==> src/rtl/rau_pkg.sv <==
// ----------------------------------------------------------------------------
// rau_pkg: shared types and constants of the rational arithmetic unit
// Word layouts, opcodes, sequencer states and datapath sizes.
// ----------------------------------------------------------------------------
`default_nettype none

package rau_pkg;

  localparam int FW              = 32;  // field width of every operand part
  localparam int XW              = 65;  // exact result width (sum of two products)
  localparam int VALUE_WIDTH_DEF = 32;
  localparam int UNIT_STEPS      = FW;  // one bit per cycle in the shared unit
  localparam int CNT_W           = $clog2(UNIT_STEPS);

  typedef enum logic [2:0] {
    OP_ADD = 3'd0,
    OP_SUB = 3'd1,
    OP_MUL = 3'd2,
    OP_DIV = 3'd3,
    OP_RED = 3'd4
  } op_t;

  typedef enum logic [2:0] {
    ST_IDLE,
    ST_START,
    ST_RUN,
    ST_POST,
    ST_FIN
  } state_t;

  typedef struct packed {
    logic [2:0]           opcode;
    logic signed [FW-1:0] a_num;
    logic signed [FW-1:0] a_den;
    logic signed [FW-1:0] b_num;
    logic signed [FW-1:0] b_den;
  } in_word_t;

  typedef struct packed {
    logic signed [FW-1:0] res_num;
    logic signed [FW-1:0] res_den;
    logic                 overflow;
    logic                 zero_fraction;
  } out_word_t;

endpackage

`default_nettype wire

==> src/rtl/rational_arithmetic_unit.sv <==
// ----------------------------------------------------------------------------
// rational_arithmetic_unit: add, subtract, multiply, divide and reduce fractions
// Sequenced datapath around one shared 34-bit add/subtract unit.
// ----------------------------------------------------------------------------
// Usage:
//   The input channel (in_valid / in_stall / in_word) takes one word holding
//   an opcode and two fractions. The output channel (out_valid / out_stall /
//   out_word) returns one fraction plus overflow and zero_fraction flags.
//   A word is taken on a rising edge with valid high and stall low.
//   Every product and every division runs on one shared add/subtract unit,
//   one bit per cycle, with a start and a post step around each pass:
//     add, subtract, multiply, divide: 3 products.
//     reduce: one division per Euclid step plus two for the quotients;
//       0/0 and unused opcodes skip the passes.
//   The Euclid loop on the divider sets the reduce latency.
//   in_stall is high while a word is being worked on; one word at a time.
//   The result sits in an output register, so a new word is accepted while
//   the previous result still waits; the sequencer holds in its final step
//   only if that register is still full and stalled.
//   Reset (synchronous, rst_n low) returns the sequencer to idle and empties
//   the output register.
// ----------------------------------------------------------------------------
`default_nettype none

module rational_arithmetic_unit #(
  parameter int VALUE_WIDTH = rau_pkg::VALUE_WIDTH_DEF
) (
  input  wire logic               clk,
  input  wire logic               rst_n,
  input  wire logic               in_valid,
  output logic                    in_stall,
  input  wire rau_pkg::in_word_t  in_word,
  output logic                    out_valid,
  input  wire logic               out_stall,
  output rau_pkg::out_word_t      out_word
);

  import rau_pkg::*;

  // operands are sign-extended from this width
  localparam int IW = (VALUE_WIDTH < FW) ? VALUE_WIDTH : FW;

  // exact value fits a signed VALUE_WIDTH word
  function automatic logic fits_w(input logic signed [XW-1:0] v);
    logic signed [VALUE_WIDTH-1:0] t;
    t = v[VALUE_WIDTH-1:0];
    return v == XW'(t);
  endfunction

  // wrap to VALUE_WIDTH, present in a 32-bit field
  function automatic logic [FW-1:0] wrap_w(input logic signed [XW-1:0] v);
    logic signed [VALUE_WIDTH-1:0] t;
    logic signed [XW-1:0]          e;
    t = v[VALUE_WIDTH-1:0];
    e = XW'(t);
    return e[FW-1:0];
  endfunction

  function automatic logic signed [FW-1:0] sext_in(input logic [FW-1:0] raw);
    logic signed [IW-1:0] t;
    t = raw[IW-1:0];
    return FW'(t);
  endfunction

  function automatic logic [FW-1:0] mag(input logic signed [FW-1:0] v);
    return v[FW-1] ? FW'(-v) : FW'(v);
  endfunction

  // --------------------------------------------------------------------------
  // registers
  // --------------------------------------------------------------------------
  state_t                state_r, state_nxt;
  logic [1:0]            step_r, step_nxt;
  logic [CNT_W-1:0]      cnt_r, cnt_nxt;
  logic [FW-1:0]         hi_r, hi_nxt;     // product high half / remainder
  logic [FW-1:0]         lo_r, lo_nxt;     // multiplier, product low / quotient
  logic [FW-1:0]         opnd_r, opnd_nxt; // multiplicand or divisor
  logic                  msign_r, msign_nxt;
  logic [2:0]            op_r;
  logic signed [FW-1:0]  an_r, ad_r, bn_r, bd_r;
  logic [FW-1:0]         x_r, x_nxt, y_r, y_nxt;   // Euclid pair
  logic signed [2*FW-1:0] p_r [3];
  logic signed [2*FW-1:0] prod_s;
  logic [FW-1:0]         qn_r, qn_nxt;
  out_word_t             out_r, out_nxt;
  logic                  out_valid_r, out_valid_nxt;

  logic                  in_acc, out_free, div_mode, zero_zero, unit_done;
  logic [FW-1:0]         mn, md;
  logic signed [FW-1:0]  sa, sb;
  logic [FW+1:0]         add_a, add_b, add_s;
  logic [FW:0]           rem_sh;
  logic signed [XW-1:0]  ex_num, ex_den;
  logic                  red_neg;

  assign in_stall  = (state_r != ST_IDLE);
  assign in_acc    = in_valid && !in_stall;
  assign out_valid = out_valid_r;
  assign out_word  = out_r;
  assign out_free  = !out_valid_r || !out_stall;
  assign div_mode  = (op_r == OP_RED);
  assign mn        = mag(an_r);
  assign md        = mag(ad_r);
  assign zero_zero = (mn == '0) && (md == '0);
  assign unit_done = (cnt_r == CNT_W'(UNIT_STEPS - 1));

  // multiply operand selection per opcode and step
  always_comb begin
    sa = '0;
    sb = '0;
    unique case (step_r)
      2'd0: begin
        sa = an_r;
        sb = (op_r == OP_MUL) ? bn_r : bd_r;
      end
      2'd1: begin
        if (op_r == OP_ADD || op_r == OP_SUB) begin
          sa = bn_r;
          sb = ad_r;
        end
      end
      default: begin
        sa = ad_r;
        sb = (op_r == OP_DIV) ? bn_r : bd_r;
      end
    endcase
  end

  // shared add/subtract unit
  assign rem_sh = {hi_r, lo_r[FW-1]};
  always_comb begin
    if (div_mode) begin
      add_a = {1'b0, rem_sh};
      add_b = {2'b00, opnd_r};
      add_s = add_a - add_b;
    end else begin
      add_a = {2'b00, hi_r};
      add_b = lo_r[0] ? {2'b00, opnd_r} : '0;
      add_s = add_a + add_b;
    end
  end

  assign prod_s = msign_r ? -$signed({hi_r, lo_r}) : $signed({hi_r, lo_r});

  // exact results at the end
  assign red_neg = (an_r[FW-1] != ad_r[FW-1]) && (qn_r != '0);
  always_comb begin
    ex_num = '0;
    ex_den = '0;
    case (op_t'(op_r)) inside
      OP_ADD: begin
        ex_num = XW'(p_r[0]) + XW'(p_r[1]);
        ex_den = XW'(p_r[2]);
      end
      OP_SUB: begin
        ex_num = XW'(p_r[0]) - XW'(p_r[1]);
        ex_den = XW'(p_r[2]);
      end
      OP_MUL, OP_DIV: begin
        ex_num = XW'(p_r[0]);
        ex_den = XW'(p_r[2]);
      end
      OP_RED: begin
        if (zero_zero) begin
          ex_num = XW'(an_r);
          ex_den = XW'(ad_r);
        end else begin
          ex_num = red_neg ? -$signed(XW'(qn_r)) : $signed(XW'(qn_r));
          ex_den = $signed(XW'(lo_r));  // qd from the last division
        end
      end
      default: begin
        ex_num = '0;
        ex_den = '0;
      end
    endcase
  end

  // --------------------------------------------------------------------------
  // next state
  // --------------------------------------------------------------------------
  always_comb begin
    state_nxt = state_r;
    unique case (state_r)
      ST_IDLE:  if (in_acc) state_nxt = ST_START;
      ST_START: begin
        if (op_r == OP_RED) begin
          if (zero_zero) state_nxt = ST_FIN;
          else if (step_r == 2'd0 && y_r == '0) state_nxt = ST_START;
          else state_nxt = ST_RUN;
        end else if (op_r > OP_RED) begin
          state_nxt = ST_FIN;
        end else begin
          state_nxt = ST_RUN;
        end
      end
      ST_RUN:   if (unit_done) state_nxt = ST_POST;
      ST_POST: begin
        if (step_r == 2'd2) state_nxt = ST_FIN;
        else state_nxt = ST_START;
      end
      ST_FIN:   if (out_free) state_nxt = ST_IDLE;
      default:  state_nxt = ST_IDLE;
    endcase
  end

  // --------------------------------------------------------------------------
  // datapath updates
  // --------------------------------------------------------------------------
  always_comb begin
    step_nxt      = step_r;
    cnt_nxt       = cnt_r;
    hi_nxt        = hi_r;
    lo_nxt        = lo_r;
    opnd_nxt      = opnd_r;
    msign_nxt     = msign_r;
    x_nxt         = x_r;
    y_nxt         = y_r;
    qn_nxt        = qn_r;
    out_nxt       = out_r;
    out_valid_nxt = out_valid_r && out_stall;
    unique case (state_r)
      ST_IDLE: begin
        step_nxt = 2'd0;
        x_nxt    = mag(sext_in(in_word.a_num));
        y_nxt    = mag(sext_in(in_word.a_den));
      end
      ST_START: begin
        cnt_nxt = '0;
        hi_nxt  = '0;
        if (op_r == OP_RED) begin
          unique case (step_r)
            2'd0: begin
              if (y_r == '0) begin
                step_nxt = 2'd1;     // x_r now holds the gcd
              end else begin
                lo_nxt   = x_r;
                opnd_nxt = y_r;
              end
            end
            2'd1: begin
              lo_nxt   = mn;
              opnd_nxt = x_r;
            end
            default: begin
              lo_nxt   = md;
              opnd_nxt = x_r;
            end
          endcase
        end else begin
          lo_nxt    = mag(sa);
          opnd_nxt  = mag(sb);
          msign_nxt = sa[FW-1] ^ sb[FW-1];
        end
      end
      ST_RUN: begin
        cnt_nxt = cnt_r + 1'b1;
        if (div_mode) begin
          hi_nxt = add_s[FW+1] ? rem_sh[FW-1:0] : add_s[FW-1:0];
          lo_nxt = {lo_r[FW-2:0], !add_s[FW+1]};
        end else begin
          hi_nxt = add_s[FW:1];
          lo_nxt = {add_s[0], lo_r[FW-1:1]};
        end
      end
      ST_POST: begin
        if (step_r != 2'd2) step_nxt = step_r + 1'b1;
        if (div_mode) begin
          unique case (step_r)
            2'd0: begin
              x_nxt    = y_r;
              y_nxt    = hi_r;
              step_nxt = 2'd0;
            end
            2'd1:    qn_nxt = lo_r;
            default: ;
          endcase
        end
      end
      ST_FIN: begin
        if (out_free) begin
          out_valid_nxt         = 1'b1;
          out_nxt.res_num       = wrap_w(ex_num);
          out_nxt.res_den       = wrap_w(ex_den);
          out_nxt.overflow      = !fits_w(ex_num) || !fits_w(ex_den);
          out_nxt.zero_fraction = (op_r == OP_RED) && zero_zero;
        end
      end
      default: ;
    endcase
  end

  always_ff @(posedge clk) begin
    if (!rst_n) begin
      state_r     <= ST_IDLE;
      out_valid_r <= 1'b0;
      step_r      <= 2'd0;
      cnt_r       <= '0;
    end else begin
      state_r     <= state_nxt;
      out_valid_r <= out_valid_nxt;
      step_r      <= step_nxt;
      cnt_r       <= cnt_nxt;
    end
  end

  always_ff @(posedge clk) begin
    hi_r    <= hi_nxt;
    lo_r    <= lo_nxt;
    opnd_r  <= opnd_nxt;
    msign_r <= msign_nxt;
    x_r     <= x_nxt;
    y_r     <= y_nxt;
    qn_r    <= qn_nxt;
    out_r   <= out_nxt;
    if (in_acc) begin
      op_r <= in_word.opcode;
      an_r <= sext_in(in_word.a_num);
      ad_r <= sext_in(in_word.a_den);
      bn_r <= sext_in(in_word.b_num);
      bd_r <= sext_in(in_word.b_den);
    end
    if (state_r == ST_POST && !div_mode) p_r[step_r] <= prod_s;
  end

  // --------------------------------------------------------------------------
  // assertions
  // --------------------------------------------------------------------------
  a_acc_busy: assert property (@(posedge clk) disable iff (!rst_n)
    in_acc |=> state_r == ST_START)
    else $error("accepted word did not start the sequencer");

  a_out_from_fin: assert property (@(posedge clk) disable iff (!rst_n)
    $rose(out_valid_r) |-> $past(state_r) == ST_FIN)
    else $error("result appeared outside the final step");

  a_zf_no_ovf: assert property (@(posedge clk) disable iff (!rst_n)
    out_valid_r && out_r.zero_fraction |-> !out_r.overflow)
    else $error("zero fraction flagged with overflow");

  a_step_range: assert property (@(posedge clk) disable iff (!rst_n)
    state_r != ST_IDLE |-> step_r != 2'd3)
    else $error("step counter out of range");

endmodule

`default_nettype wire

==> config.mk <==
export PLATFORM = sky130hd
export DESIGN_NAME = rational_arithmetic_unit
export DESIGN_NICKNAME = d
export VERILOG_FILES = /design/src/rtl/rau_pkg.sv /design/src/rtl/rational_arithmetic_unit.sv
export SDC_FILE = /design/constraint.sdc
export NUM_CORES = 2
export LEC_CHECK = 0
export BUFFER_PORTS_ARGS = -buffer_cell sky130_fd_sc_hd__buf_2
export CAP_MARGIN = 20
export CORE_MARGIN = 2
export CORE_UTILIZATION = 43
export CTS_BUF_LIST = sky130_fd_sc_hd__clkbuf_4 sky130_fd_sc_hd__clkbuf_8
export DETAILED_ROUTE_END_ITERATION = 8
export PLACE_DENSITY = 0.65
export SLEW_MARGIN = 20
export SYNTH_ARGS = -nofsm -noshare
export SYNTH_HDL_FRONTEND = slang
export SYNTH_SLANG_ARGS = --single-unit
==> constraint.sdc <==
create_clock -name clk -period 14.28 [get_ports clk]
set_input_delay 2.142 -clock clk [delete_from_list [all_inputs] [get_ports clk]]
set_output_delay 2.142 -clock clk [all_outputs]
set_load 0.02 [all_outputs]
==> reports/metrics.cfg <==
[status]
status=finished clean

[die]
dieArea_um2=103000
start_util=0.432
die_h_um=321
die_x_um=321
rows=116
io_pins=203
core_area_um2=99900

[worst_setup_path]
crit_path_max_fanout=22
cp.required_ps=14800
endpoint_kind=flip-flop
start_kind=flip-flop
cp.arrival_ps=7770
crit_type=reg -> reg

[synth]
ys_ff_latch=593
syn_area_um2=43200
synthesis.nets=4965
async_flop_share=0
yosys_warnings=0
synth-edff-count=582
synth_top_area_frac=0.405
postSynthCellCount=4619
syn_avg_cell_area_um2=9.34
yosysTopAreaCell=edfxtp_1
ys_types=103
synth-seq-area-share=0.410
synthTopCellsByArea=edfxtp_1 (40%), ha_1 (6.0%), a21oi_1 (4.3%)
synth_flop_cell=edfxtp_1

[placement]
io_buffers=202
place_inst=5881
place_ws_ps=7200
hpwlAfterDp_um=116000
gp_routability_congestion=0.980
dpl_cell_area_um2=45100

[layout]
final_area_um2=47300
fill_cells=9559
instances_no_fill=6078
drive_gt1_frac=0.119
register_area_um2=17700
syn_to_final_growth_pct=9.55
multiInputGateArea_um2=23500
post-route-util=0.473
layout_common_cells=edfxtp_1 (582), nand2_1 (397), nor2_1 (376)
final_nets=5039
mostFrequentLayoutCell=edfxtp_1

[routing]
drcViolationCount=0
wl_per_cell_um=25.2
first_pass_iters=7
drt-initial-drc-count=4452
postRouteAntennaNets=0
vias=38200
vias_per_cell=6.28
routed_wl_um=153000

[clock_network]
cts_max_level=3
numCtsBuffers=104
clk_path_buf_depth=3
clock_latency_ps=780
cts.sink_count=593
cts_tree=built
cts.clk_slew.worst_paths_ps=60
cts_hold_buf=0
ctsResizeCount=0
postCtsSetupBuffers=0
root_buffer=clkbuf_8

[sta]
fin_ws_ps=7030
fmax_mhz=138
whs_ps=444
slew_headroom=0.183
worst_slew_pin_slew_ps=1230
period_needed_ps=7250
fin_setup_tns_ps=0
slew_viol_final=0
fin_worst_skew_ps=40.7
grt_setup_unrepaired=no
setup_viol=0
hold_viol_final=0
fin_crit_sh=0.507

[run]
max_cap_viol_count=0

[global_route]
track_usage=0.290
grt_pass1_wl_um=227000
grt_remaining_overflow=0
grt_max_degree=119
antenna_found_initial=7
first_global_vias=35800

[hold_path]
worst_hold_path_type=reg -> reg

[power]
p_per_area_nw_per_um2=120
leakage_nw=17.7
fin_total_pwr_mw=5.66
ir_worst_vdd_v=0.0000846

## path summary, 6_finish.rpt
check / from / endpoint / slack, ps / cells past startpoint
min reg2reg: cnt_r[3] / cnt_r[3] / 440 / 1
min: cnt_r[3] / cnt_r[3] / 440 / 1
max reg2reg: ad_r[0] / out_word[1] / 7030 / 18
max: ad_r[0] / out_word[1] / 7030 / 18
## cells by family after synthesis
family | count (synthesis) | share of synthesized area
AOI/OAI and AO/OA | 1394 | 0.213
xor gates and xnor gates | 353 | 0.0716
adders and majority gates | 211 | 0.0619
buffers and inverters | 538 | 0.0490
DFF | 593 | 0.410
muxes | 112 | 0.0337
and+or+nand+nor | 1418 | 0.161
## cell type report
type | count | area share
multi-input cells | 3488 | 0.496
flip-flops and latches | 593 | 0.374
clock buffers | 129 | 0.0344
well taps | 1298 | 0.0344
repair buffers | 256 | 0.0300
inverters | 250 | 0.0198
clock inverters | 58 | 0.0103
diodes | 6 | 0.000318
## synthesized netlist by cell type (57+ instances only)
library cell  number
nor3_1           114
a21o_1            57
nor2_1           385
o31ai_1           76
mux2i_1           62
nor4_1            65
ha_1             207
or3_1             64
nand3_1           63
xor2_1           153
a21oi_1          368
edfxtp_1         582
inv_1            247
xnor2_1          200
clkbuf_1         239
o21ai_0          292
nand2_1          400
## worst max-delay path: stages, from the launching register on
cell       delay [ps]
edfxtp_1          520
inv_1             160
ha_1              240
nor4b_1           570
nand4_1           480
or4_1             540
mux2i_1           150
a311oi_1          110
or4_4             590
nor4_4            700
and2_2            660
o21ai_2           160
nor2b_4           250
nor3_1             80
or4_1             540
a2111o_1          420
nor4b_2           300
o2111ai_1         150
or3b_1            380
## metal layers
layer | track usage | up-vias | routed length, µm
li1 | - | 17500 | -
met1 | 0.401 | 18600 | 65000
met2 | 0.443 | 1815 | 67200
met3 | 0.0512 | 283 | 13400
met4 | 0.135 | 2 | 7640
met5 | 0 | - | 10
## report_power, final
part	switching [mW]	internal (mW)	leakage, nW
Sequential	0.194	2.17	5.52
Clock	0.746	0.895	1.11
Combinational	1.06	0.604	11.0
## sequential cells by signal, indices dropped and copies added, names as in the netlist
signal	count
out_word	66
state_r	3
cnt_r	5
bn_r	32
opnd_r	32
y_r	32
qn_r	32
ad_r	32
step_r	2
bd_r	32
msign_r	1
p_r	192
x_r	32
out_valid	1
op_r	3
lo_r	32
hi_r	32
an_r	32
Power figures use the tool's default switching activity.
